File: config.mk
export PLATFORM = sky130hd
export DESIGN_NAME = uart_frame_receiver_top
export DESIGN_NICKNAME = d
export VERILOG_FILES = /design/src/hdl/ufr_pkg.sv /design/src/hdl/ufr_core.sv /design/src/hdl/uart_frame_receiver_top.sv
export SDC_FILE = /design/constraint.sdc
export NUM_CORES = 1
export LEC_CHECK = 0
export ABC_AREA = 1
export BUFFER_PORTS_ARGS = -buffer_cell sky130_fd_sc_hd__buf_2
export CAP_MARGIN = 20
export CORE_MARGIN = 2
export CORE_UTILIZATION = 54
export DETAILED_ROUTE_END_ITERATION = 10
export GPL_TIMING_DRIVEN = 0
export PLACE_DENSITY_LB_ADDON = 0.15
export SLEW_MARGIN = 20
export SYNTH_ARGS = -nofsm -noshare
export SYNTH_HDL_FRONTEND = slang
export SYNTH_SLANG_ARGS = --single-unit
File: constraint.sdc
create_clock -name clk -period 6.1 [get_ports clk]
set_input_delay 0.305 -clock clk [delete_from_list [all_inputs] [get_ports clk]]
set_output_delay 0.305 -clock clk [all_outputs]
set_load 0.03 [all_outputs]
File: src/hdl/ufr_pkg.sv
`default_nettype none

package ufr_pkg;

	localparam int unsigned CPB_W      = 16;
	localparam int unsigned TIME_W     = 64;
	localparam int unsigned DATA_BITS  = 8;
	localparam int unsigned BIT_IDX_W  = 4;
	localparam int unsigned OFFSET_W   = CPB_W + BIT_IDX_W + 1;
	localparam int unsigned APB_ADDR_W = 3;
	localparam int unsigned APB_DATA_W = 32;

	localparam logic [CPB_W-1:0] CPB_RESET = CPB_W'(868);

	// register index, taken from paddr[2]
	localparam logic REG_CYCLES_PER_BIT = 1'b0;

	typedef struct packed {
		logic [TIME_W-1:0] sample_time;
		logic              line_level;
	} sample_t;

	typedef struct packed {
		logic                 byte_valid;
		logic [DATA_BITS-1:0] data_byte;
		logic                 framing_error;
	} result_t;

endpackage

`default_nettype wire

File: src/hdl/ufr_core.sv
`default_nettype none

module ufr_core (
	input  wire logic                      clk,
	input  wire logic                      arst_n,
	input  wire logic [ufr_pkg::CPB_W-1:0] cycles_per_bit,
	input  wire logic                      fire,
	input  wire ufr_pkg::sample_t          sample,
	output ufr_pkg::result_t               result
);

	logic                              busy_q;
	logic [ufr_pkg::TIME_W-1:0]        frame_start_q;
	logic [ufr_pkg::BIT_IDX_W-1:0]     bit_count_q;
	logic [ufr_pkg::DATA_BITS-1:0]     shift_q;

	logic [ufr_pkg::BIT_IDX_W-1:0]     bit_next;
	logic [ufr_pkg::OFFSET_W-1:0]      offset;
	logic [ufr_pkg::TIME_W-1:0]        target;
	logic                              hit;
	logic                              at_stop;
	logic [ufr_pkg::DATA_BITS-1:0]     bit_mask;

	assign bit_next = bit_count_q + ufr_pkg::BIT_IDX_W'(1);
	assign offset   = ufr_pkg::OFFSET_W'(cycles_per_bit) * ufr_pkg::OFFSET_W'(bit_next)
	                + ufr_pkg::OFFSET_W'(cycles_per_bit >> 1);
	assign target   = frame_start_q + ufr_pkg::TIME_W'(offset);
	assign hit      = sample.sample_time >= target;
	assign at_stop  = bit_count_q >= ufr_pkg::BIT_IDX_W'(ufr_pkg::DATA_BITS);
	assign bit_mask = ufr_pkg::DATA_BITS'(sample.line_level)
	                << bit_count_q[$clog2(ufr_pkg::DATA_BITS)-1:0];

	always_comb begin
		result = '0;
		if (busy_q && hit && at_stop) begin
			result.byte_valid    = sample.line_level;
			result.data_byte     = sample.line_level ? shift_q : '0;
			result.framing_error = !sample.line_level;
		end
	end

	always_ff @(posedge clk or negedge arst_n) begin
		if (!arst_n) begin
			busy_q        <= 1'b0;
			frame_start_q <= '0;
			bit_count_q   <= '0;
			shift_q       <= '0;
		end else if (fire) begin
			if (!busy_q) begin
				if (!sample.line_level) begin
					busy_q        <= 1'b1;
					frame_start_q <= sample.sample_time;
					bit_count_q   <= '0;
					shift_q       <= '0;
				end
			end else if (hit) begin
				if (!at_stop) begin
					shift_q     <= shift_q | bit_mask;
					bit_count_q <= bit_next;
				end else begin
					busy_q <= 1'b0;
				end
			end
		end
	end

	a_count_range: assert property (@(posedge clk) disable iff (!arst_n)
		busy_q |-> bit_count_q <= ufr_pkg::BIT_IDX_W'(ufr_pkg::DATA_BITS))
		else $error("bit index past stop position");

	a_frame_end: assert property (@(posedge clk) disable iff (!arst_n)
		fire && (result.byte_valid || result.framing_error) |=> !busy_q)
		else $error("frame end did not return to idle");

	a_start: assert property (@(posedge clk) disable iff (!arst_n)
		fire && !busy_q && !sample.line_level |=> busy_q && bit_count_q == '0)
		else $error("start bit not taken");

endmodule

`default_nettype wire

File: src/hdl/uart_frame_receiver_top.sv
// 8N1 UART frame receiver working on timestamped line samples.
// sample channel: one transaction per line sample (sample_time, line_level),
//   accepted when sample_valid is high and sample_stall is low.
// result channel: exactly one transaction per sample, carrying byte_valid,
//   data_byte and framing_error; all zero when the sample ends no frame.
// APB port: register 0 at byte address 0, cycles_per_bit (16 bits, reset 868).
// Path: an accepted sample passes the input register, then the frame decode
//   into the result register.
// Throughput: one sample per cycle unless a result is stalled; the decode is
//   a 16x4 multiply-add, 64-bit add to the held frame start, 64-bit compare.
// Reset: receiver idle, both stages empty, divisor back to 868.
// Stall: while result_stall holds a result, the input stage still takes one
//   more sample; after that sample_stall rises until the result is taken.

`default_nettype none

module uart_frame_receiver_top (
	input  wire logic                           clk,
	input  wire logic                           arst_n,
	input  wire logic                           sample_valid,
	output      logic                           sample_stall,
	input  wire ufr_pkg::sample_t               sample,
	output      logic                           result_valid,
	input  wire logic                           result_stall,
	output      ufr_pkg::result_t               result,
	input  wire logic                           psel,
	input  wire logic                           penable,
	input  wire logic                           pwrite,
	input  wire logic [ufr_pkg::APB_ADDR_W-1:0] paddr,
	input  wire logic [ufr_pkg::APB_DATA_W-1:0] pwdata,
	output      logic [ufr_pkg::APB_DATA_W-1:0] prdata,
	output      logic                           pready
);

	logic [ufr_pkg::CPB_W-1:0] cpb_q;
	logic                      valid_s1;
	ufr_pkg::sample_t          sample_s1;
	ufr_pkg::result_t          decoded;
	logic                      advance;
	logic                      reg_hit;

	assign pready  = 1'b1;
	assign reg_hit = paddr[2] == ufr_pkg::REG_CYCLES_PER_BIT;
	assign prdata  = reg_hit ? ufr_pkg::APB_DATA_W'(cpb_q) : '0;

	always_ff @(posedge clk or negedge arst_n) begin
		if (!arst_n) begin
			cpb_q <= ufr_pkg::CPB_RESET;
		end else if (psel && penable && pwrite && reg_hit) begin
			cpb_q <= pwdata[ufr_pkg::CPB_W-1:0];
		end
	end

	assign advance      = valid_s1 && (!result_valid || !result_stall);
	assign sample_stall = valid_s1 && !advance;

	always_ff @(posedge clk or negedge arst_n) begin
		if (!arst_n) begin
			valid_s1 <= 1'b0;
		end else if (!sample_stall) begin
			valid_s1 <= sample_valid;
		end
	end

	always_ff @(posedge clk) begin
		if (!sample_stall && sample_valid) begin
			sample_s1 <= sample;
		end
	end

	ufr_core u_core (
		.clk            (clk),
		.arst_n         (arst_n),
		.cycles_per_bit (cpb_q),
		.fire           (advance),
		.sample         (sample_s1),
		.result         (decoded)
	);

	always_ff @(posedge clk or negedge arst_n) begin
		if (!arst_n) begin
			result_valid <= 1'b0;
		end else if (!result_valid || !result_stall) begin
			result_valid <= valid_s1;
		end
	end

	always_ff @(posedge clk) begin
		if (advance) begin
			result <= decoded;
		end
	end

	a_stall_only_full: assert property (@(posedge clk) disable iff (!arst_n)
		sample_stall |-> valid_s1 && result_valid && result_stall)
		else $error("input stalled with room downstream");

	a_advance_loads: assert property (@(posedge clk) disable iff (!arst_n)
		advance |=> result_valid)
		else $error("advanced transaction lost");

	a_one_event: assert property (@(posedge clk) disable iff (!arst_n)
		result_valid |-> !(result.byte_valid && result.framing_error))
		else $error("byte and framing error together");

	a_clean_byte: assert property (@(posedge clk) disable iff (!arst_n)
		result_valid && !result.byte_valid |-> result.data_byte == '0)
		else $error("data byte set without valid byte");

endmodule

`default_nettype wire
==> qor.csv, run 1 <==
metric;value;unit
cts_tree;built;
cp_common_cell;nand2_1;
violations;negative setup slack;
seq_area;4640;um2
holdWs;0.0334;ns
synthCells;1458;
cts.sinks;170;
drtAntennaViolNets;0;
cts_root_buffer;clkbuf_16;
ys_top_cells_by_area;dfrtp_1, edfxtp_1, fa_1, ha_1, inv_1;
critPathLaunchType;register;
dr_wl_met3;1360;um
die_y;156;um
top_layer_used;met4;
cp_max_fo;5;
avgViaCountPerCell;5.31;
synthDistinctLibCells;46;
met1Wirelength;14000;um
drtPass1Iterations;5;
num_vias;10400;
fin_area;15700;um2
maxSlewHeadroom;49.1;%
drive_above_1_share;27.9;%
synth_edf_count;75;
hold_path_class;input pin to register;
ys_ff_latch;170;
fin_skew;0.0170;ns
worst_pin_slew;0.760;ns
synth_top_area_cell;dfrtp_1;
rows;55;
crit_type;register to register;
crit_path_end_kind;register;
clkTransAtPathRegs;0.07;ns
required;6.43;ns
finalHoldViolCount;0;
cts_max_path_buffers;2;
drv_slew;0;
met2_wirelength;17100;um
hpwlAfterDp;24000;um
overflow;0;
seq_area_frac_synth;37.4;%
final_core_util;69.7;%
grt_pass1_wl;51000;um
route.detailed.drc;0;
netlist_area;12400;um2
die-area;24200;um2
portBuffers;115;
cts_htree_levels;4;
start_util;55.0;%
nets;1925;
timing.fmax;164;MHz
grt_usage;27.0;%
antenna_cells;0;
coreArea;22600;um2
drt_iter0_drc;776;
area_growth;26.7;%
wl;33400;um
cpMaxStageDelayCell;fa_1;
rsz0062_at_grt;true;
postPlaceCellArea;13500;um2
cap_viol_max_count;0;
grt_pass1_vias;10200;
clk_latency;0.44;ns
nFillCells;1781;
gp_congestion;0.942;
setup_slack;-0.00759;ns
synth.top_cell.area_share;18.1;%
numCtsBuffers;17;
arrival;6.43;ns
io_pins;152;
wl_per_cell;17.0;um
syn_avg_cell_area;8.51;um2
synth_top_flop_cell;dfrtp_1;
period_share;100;%
grt_max_degree;59;
setup_viol;3;
outcome;finished with violations;
ys_warn_count;0;
die_w;156;um
multiInputGateArea;7690;um2
antenna_found_initial;0;
period_minus_slack;6.11;ns
async_reset_ff_share;55.9;%
worst_path_largest_cell_delay;0.58;ns
==> Yosys cell counts, types with 3 or more instances <==
library cell and instances:
ha_1 94, clkbuf_1 17, edfxtp_1 75, a21o_1 3, a21oi_1 95, nor4_1 10, o21bai_1 3, a21oi_2 4
xnor2_1 13, o21ai_0 35, o21ai_1 3, dfstp_2 5, nand3_1 52, mux2_2 34, nor2_1 192, dfrtp_1 90
nand3b_1 3, xor2_1 39, nand2_1 253, nand4_1 22, nor3_1 24, buf_2 7, buf_4 17, inv_1 274
fa_1 61, nand2_2 5
==> through the flow <==
stage | setup slack [ns] | setup TNS, ns | std cells
after floorplan | 0.0772 | 0 | 1473
after global placement | -1.66 | -36.50 | 1873
after detailed placement | -1.55 | -33.31 | 1875
after CTS | 0.00478 | 0 | 1931
after global routing | -0.222 | -4.15 | 1961
final | -0.00759 | -0.0111 | 1961
==> layer usage <==
layer / GRT usage, % / up-vias
met3: 4.11 / 67
met1: 34.8 / 5038
met2: 46.1 / 299
met4: 10.4 / 0
met5: 0 / -
li1: - / 5016
==> cell usage in the layout, fill, tap and decap left out, drive strengths merged, types with 5 or more instances in the layout <==
master	synthesis	routed
a21oi	99	99
buf	26	199
clkbuf	17	33
conb	2	17
dfrtp	90	90
dfstp	5	5
edfxtp	75	75
fa	61	61
ha	94	94
inv	275	280
mux2	34	34
nand2	259	260
nand3	54	54
nand4	23	23
nor2	195	195
nor3	26	26
nor4	11	11
o21ai	41	41
xnor2	13	13
xor2	39	39
==> worst max-delay path: cells and delay by family, from the launching register on <==
kind                       cells  cell delay [ns]
adders and majority gates      6             2.44
buffers and inverters          6             0.59
and+or+nand+nor               19             2.34
xor gates and xnor gates       1             0.17
DFF                            1             0.45
==> kinds of logic (layout without fill, tap and decap cells) <==
logic type	count (synthesis)	after routing	synth area share (%)
fa+ha+maj	155	155	19.3
compound gates	154	154	6.78
mux	34	34	3.09
xor+xnor	52	52	3.67
flops	170	170	37.4
other cells	2	17	0.0605
buf+inv	318	520	10.2
simple gates	573	574	19.5
==> state kept, by name, indices dropped and copies added, names as in the netlist <==
| register | flops |
|---|---|
| sample_s1 | 65 |
| u_core.busy_q | 1 |
| u_core.bit_count_q | 4 |
| cpb_q | 16 |
| u_core.shift_q | 8 |
| result | 10 |
| valid_s1 | 1 |
| result_valid | 1 |
| u_core.frame_start_q | 64 |
==> final timing paths <==
| check | from | end | slack (ns) | cells past startpoint |
|---|---|---|---|---|
| min in group asynchronous | arst_n | cpb_q[13] | 0.34 | 2 |
| min reg2reg | valid_s1 | result_valid | 0.48 | 2 |
| max in group asynchronous | arst_n | cpb_q[2] | 5.09 | 3 |
| max reg2reg | u_core.bit_count_q[0] | u_core.bit_count_q[2] | -0.008 | 32 |
| max | u_core.bit_count_q[0] | u_core.bit_count_q[2] | -0.008 | 32 |
| min | sample[16] | sample_s1[16] | 0.03 | 1 |
==> area by class of cell <==
cell class / instances / area share [%]
multi-input cells: 986 / 48.9
flip-flops and latches: 170 / 29.5
repair buffers: 173 / 7.12
inverters: 275 / 6.65
clock buffers: 20 / 2.90
well taps: 285 / 2.27
plain buffers: 40 / 1.69
clock inverters: 12 / 0.962
==> what timing repair did <==
action,4_1_cts,5_1_grt
endpoints found under the hold margin,37,0
endpoints found under the setup margin,23,23
gates resized for setup,86,208
setup buffers,24,29
cloned,1,2
hold buffers,1,0
pin swaps,23,93
Power of run 1 is left out: the tool's default activity adds up to more than one toggle a clock period on the data nets, which glitch-free logic cannot reach.
==> inputs of run 2 (changes only) <==
ABC_AREA = not set   (was 1)
CORE_UTILIZATION = 53   (was 54)
GPL_TIMING_DRIVEN = not set   (was 0)
==> qor.csv, run 2 <==
metric;value;unit;change
fin_setup_tns;-14.49;ns;-14.48 ns
antenna_cells;0;;unchanged
ys_top_cells_by_count;nand2_1, inv_1, ha_1;;
hpwlAfterDp;19000;um;-21%
rsz0062_at_grt;true;;
mostFrequentLayoutCell;nand2_1;;
grt_pass1_wl;43000;um;-16%
synthDistinctLibCells;62;;+35%
setup_slack;-0.738;ns;-0.730 ns
yosysMostFrequentCell;nand2_1;;
layout_common_cells;nand2_1, buf_2, inv_1;;
gp_congestion;0.905;;-3.9%
worst_path_largest_cell_delay;0.55;ns;-0.03 ns
critPathLaunchType;register;;
timing.fmax;146;MHz;-11%
netlist_area;11500;um2;-7.3%
overflow;0;;unchanged
cts_root_buffer;clkbuf_16;;
avgViaCountPerCell;5.31;;about the same
cp_common_cell;fa_1;;
drive_above_1_share;26.2;%;-1.6 points
grt_pass1_vias;8746;;-14%
num_vias;8834;;-15%
synth_edf_count;75;;unchanged
route.detailed.drc;0;;unchanged
min-delay-start;sample[22];;
rows;53;;-3.6%
crit_type;register to register;;
worst_pin_slew;0.886;ns;+0.126 ns
r2r-end;u_core.bit_count_q[2];;
fin_skew;0.0107;ns;-0.00627 ns
seq_area;4640;um2;unchanged
cts_htree_levels;4;;unchanged
ys_top_cells_by_area;dfrtp_1, edfxtp_1, fa_1, ha_1, nand2_1;;
clk_latency;0.44;ns;about the same
ys_ff_latch;170;;unchanged
maxSlewHeadroom;40.9;%;-8.2 points
hold_path_class;input pin to register;;
start_util;54.4;%;-0.62 points
crit_path_end_kind;register;;
largest_reg_flops;65;;unchanged
nets;1637;;-15%
reg2reg_slack;-0.74;ns;-0.73 ns
drt_iter0_drc;437;;-44%
worst_hold_path.endpoint;sample_s1[22];;
numCtsBuffers;17;;unchanged
grt_max_degree;71;;+20%
coreArea;21200;um2;-6.3%
drtPass1Iterations;5;;unchanged
io_pins;152;;unchanged
die_w;151;um;-2.8%
period_minus_slack;6.84;ns;+0.730 ns
antenna_found_initial;0;;unchanged
period_share;112;%;+12 points
syn_avg_cell_area;9.96;um2;+17%
arrival;7.16;ns;+0.73 ns
area_growth;24.1;%;
nFillCells;1660;;-6.8%
die-area;22900;um2;-5.4%
required;6.42;ns;about the same
multiInputGateArea;6680;um2;-13%
setup_viol;23;;+20
synthCells;1155;;-21%
synth_top_flop_cell;dfrtp_1;;
synth.top_cell.area_share;19.6;%;+1.4 points
cts_tree;built;;
clkTransAtPathRegs;0.08;ns;about the same
violations;negative setup slack;;
portBuffers;116;;+0.87%
grt_usage;24.3;%;-2.6 points
cap_viol_max_count;0;;unchanged
drtAntennaViolNets;0;;unchanged
worstRegToRegCells;28;;-13%
top_register;sample_s1;;
seq_area_frac_synth;40.3;%;+3.0 points
wl_per_cell;16.2;um;-5.1%
holdWs;0.0379;ns;+0.00448 ns
outcome;finished with violations;;
wl;26900;um;-20%
holdPathStages;1;;unchanged
top_regs;sample_s1 (65), u_core.frame_start_q (64), cpb_q (16);;
ys_warn_count;0;;unchanged
r2r-start;u_core.bit_count_q[0];;
cp_max_fo;5;;unchanged
cts_max_path_buffers;2;;unchanged
cpMaxStageDelayCell;fa_1;;
finalHoldViolCount;0;;unchanged
async_reset_ff_share;55.9;%;unchanged
die_y;151;um;-2.8%
synth_top_area_cell;dfrtp_1;;
drv_slew;0;;unchanged
cts.sinks;170;;unchanged
run 2: cell types whose count changed after synthesis, moves of 11 or more:
cell | previous run | this run
nor2_1 | 192 | 28
inv_1 | 274 | 117
a21oi_1 | 95 | 49
nor2b_1 | 0 | 46
and2_1 | 0 | 43
nand2_1 | 253 | 220
nand3_1 | 52 | 34
mux2_2 | 34 | 17
nand4_1 | 22 | 35
nor3_1 | 24 | 13
run 2: logic make-up after synthesis:
kind of cell,count (synthesis),synth area share (%)
and+or+nand+nor,460,19.5
adders and majority gates,155,20.8
other,2,0.0653
DFF,170,40.3
buffers and inverters,164,6.04
muxes,18,1.75
xor gates and xnor gates,62,4.72
AOI/OAI and AO/OA,124,6.77
run 2: worst max-delay path by stage:
stage	start	endpoint	slack, ns	cells after the start
after floorplan	u_core.bit_count_q[0]	u_core.bit_count_q[2]	-0.22	25
after global placement	u_core.bit_count_q[0]	u_core.bit_count_q[0]	-0.80	29
after detailed placement	u_core.bit_count_q[0]	u_core.bit_count_q[0]	-0.91	29
after CTS	u_core.bit_count_q[0]	u_core.bit_count_q[2]	-0.68	26
after global routing	u_core.bit_count_q[0]	u_core.bit_count_q[2]	-0.95	30
final	u_core.bit_count_q[0]	u_core.bit_count_q[2]	-0.74	28
run 2: cell type report:
class	instances	share of cell area, %
Inverter	117	3.08
Timing Repair Buffer	233	10.9
Sequential cell	170	32.5
Clock buffer	17	2.98
Clock inverter	15	1.25
Tap cell	275	2.41
Multi-Input combinational cell	836	46.8
run 2: metal layers:
metal | global-route usage [%] | up-vias | wire (um) | part of all wire (%)
met5 | 0 | - | 0 | 0
met4 | 8.08 | 0 | 673 | 2.5
met1 | 31.6 | 4287 | 11600 | 43
met3 | 3.64 | 46 | 1210 | 4.5
met2 | 41.9 | 226 | 13400 | 50
li1 | - | 4275 | - | -
run 2: worst max-delay path, delay by kind of cell (launching register included):
kind | cells | cell delay [ns]
fa+ha+maj | 6 | 2.31
flops | 1 | 0.46
xor+xnor | 2 | 0.33
buf+inv | 6 | 0.76
compound gates | 4 | 0.86
simple gates | 10 | 2.00
run 2: metrics by stage:
step,std cells,utilization (%),instance area (um2),worst slack (ns)
after floorplan,1170,-,11800,-0.224
after global placement,1611,62.3,13200,-0.800
after detailed placement,1611,62.3,13200,-0.906
after CTS,1658,66.5,14100,-0.679
after global routing,1663,67.5,14300,-0.945
final,1663,67.5,14300,-0.738
run 2: timing repair:
| action | CTS | global route |
|---|---|---|
| hold buffers | 1 | 0 |
| pin swaps | 26 | 29 |
| gates resized for setup | 36 | 34 |
| cloned | 3 | 2 |
| hold endpoints to repair | 28 | 0 |
| endpoints found under the setup margin | 23 | 23 |
| setup buffers | 11 | 3 |
Power of run 2 is left out for the same reason.
==> inputs of run 3 (changes only) <==
ABC_AREA = 1   (was not set)
CORE_UTILIZATION = 54   (was 53)
SLEW_MARGIN = 40   (was 20)
==> qor.csv, run 3 (synthesized netlist as in run 1, its figures left out) <==
metric;value;unit;change
setup_viol;0;;-100%
seq_area;4640;um2;about the same
portBuffers;116;;unchanged
drtAntennaViolNets;0;;unchanged
top_regs;sample_s1 (65), u_core.frame_start_q (64), cpb_q (16);;
met2_wirelength;15600;um;+17%
outcome;complete, no violations;;
antenna_cells;0;;unchanged
fin_skew;0.0115;ns;+0.000772 ns
wl;31300;um;+16%
cap_viol_max_count;0;;unchanged
grt_max_degree;69;;-2.8%
gp_congestion;0.961;;+6.2%
cts_root_buffer;clkbuf_16;;
hold_path_class;input pin to register;;
finalHoldViolCount;0;;unchanged
overflow;0;;unchanged
layout_common_cells;inv_1, nand2_1, nor2_1;;
cts.sinks;170;;unchanged
rows;55;;+3.8%
clkTransAtPathRegs;0.07;ns;about the same
period_share;98.1;%;-14 points
worst_pin_slew;0.745;ns;-0.141 ns
met1Wirelength;13400;um;+15%
maxSlewHeadroom;50.4;%;+9.4 points
die_w;156;um;+2.8%
clk_latency;0.44;ns;about the same
cts_max_path_buffers;2;;unchanged
period_minus_slack;5.99;ns;-0.851 ns
nets;1934;;+18%
drive_above_1_share;27.8;%;+1.5 points
drt_iter0_drc;586;;+34%
grt_usage;25.4;%;+1.1 points
cts_htree_levels;4;;unchanged
start_util;55.0;%;+0.62 points
antenna_found_initial;0;;unchanged
grt_pass1_wl;48800;um;+13%
die-area;24200;um2;+5.8%
fin_setup_tns;0;ns;+14.49 ns
critPathTopFamily;adder cells;;
wl_per_cell;15.9;um;-1.7%
num_vias;10400;;+18%
multiInputGateArea;7410;um2;+11%
drv_slew;0;;unchanged
cp_num_buf_inv;8;;+2
drtPass1Iterations;5;;unchanged
mostFrequentLayoutCell;inv_1;;
hpwlAfterDp;22400;um;+17%
timing.fmax;167;MHz;+14%
numCtsBuffers;17;;unchanged
avgViaCountPerCell;5.28;;-0.53%
coreArea;22600;um2;+6.7%
holdWs;0.0348;ns;-0.00306 ns
largest_reg_flops;65;;unchanged
arrival;6.35;ns;-0.81 ns
top_layer_used;met4;;
die_y;156;um;+2.8%
dr_wl_met3;1560;um;+30%
crit_type;register to register;;
cpMaxStageDelayCell;fa_1;;
io_pins;152;;unchanged
area_growth;25.0;%;
cts_tree;built;;
grt_pass1_vias;10200;;+16%
critPathLaunchType;register;;
route.detailed.drc;0;;unchanged
crit_path_end_kind;register;;
top_register;sample_s1;;
cp_max_fo;8;;+3
required;6.46;ns;+0.04 ns
final_core_util;68.7;%;+1.2 points
worst_path_largest_cell_delay;0.59;ns;+0.04 ns
nFillCells;1745;;+5.1%
-- run 3: path summary, 6_finish.rpt --
path	slack, ns	to	from	cells after the start
min	0.03	sample_s1[10]	sample[10]	1
min reg2reg	0.49	result_valid	valid_s1	2
max reg2reg	0.11	u_core.bit_count_q[3]	u_core.bit_count_q[1]	32
max in group asynchronous	4.45	u_core.bit_count_q[0]	arst_n	3
min in group asynchronous	0.41	cpb_q[15]	arst_n	2
max	0.11	u_core.bit_count_q[3]	u_core.bit_count_q[1]	32
-- run 3: repair_timing --
action	CTS	global route
resized for setup	48	181
setup endpoints to repair	23	23
hold buffers	1	0
pin swaps	18	117
gates cloned	2	1
endpoints found under the hold margin	40	0
setup buffers	5	22
-- run 3: through the flow --
stage | setup WS [ns] | std cells | cell area, um2
after global placement | -0.113 | 1908 | 13800
after CTS | 0.0172 | 1948 | 14600
final | 0.113 | 1970 | 15500
after detailed placement | -0.191 | 1908 | 13800
after global routing | -0.136 | 1970 | 15500
after floorplan | 0.0772 | 1473 | 12500
-- run 3: layer usage --
metal	GRT usage, %	vias to the layer above
met4	8.52	0
li1	-	5036
met1	33.3	4991
met5	0	-
met3	3.69	61
met2	43.6	321
-- run 3: final cells by class --
cell class	count	share of cell area (%)
clock inverters	11	0.879
multi-input cells	986	47.8
repair buffers	222	9.48
well taps	285	2.30
clock buffers	21	2.97
inverters	275	6.67
flip-flops and latches	170	29.9
Power of run 3 is left out for the same reason.
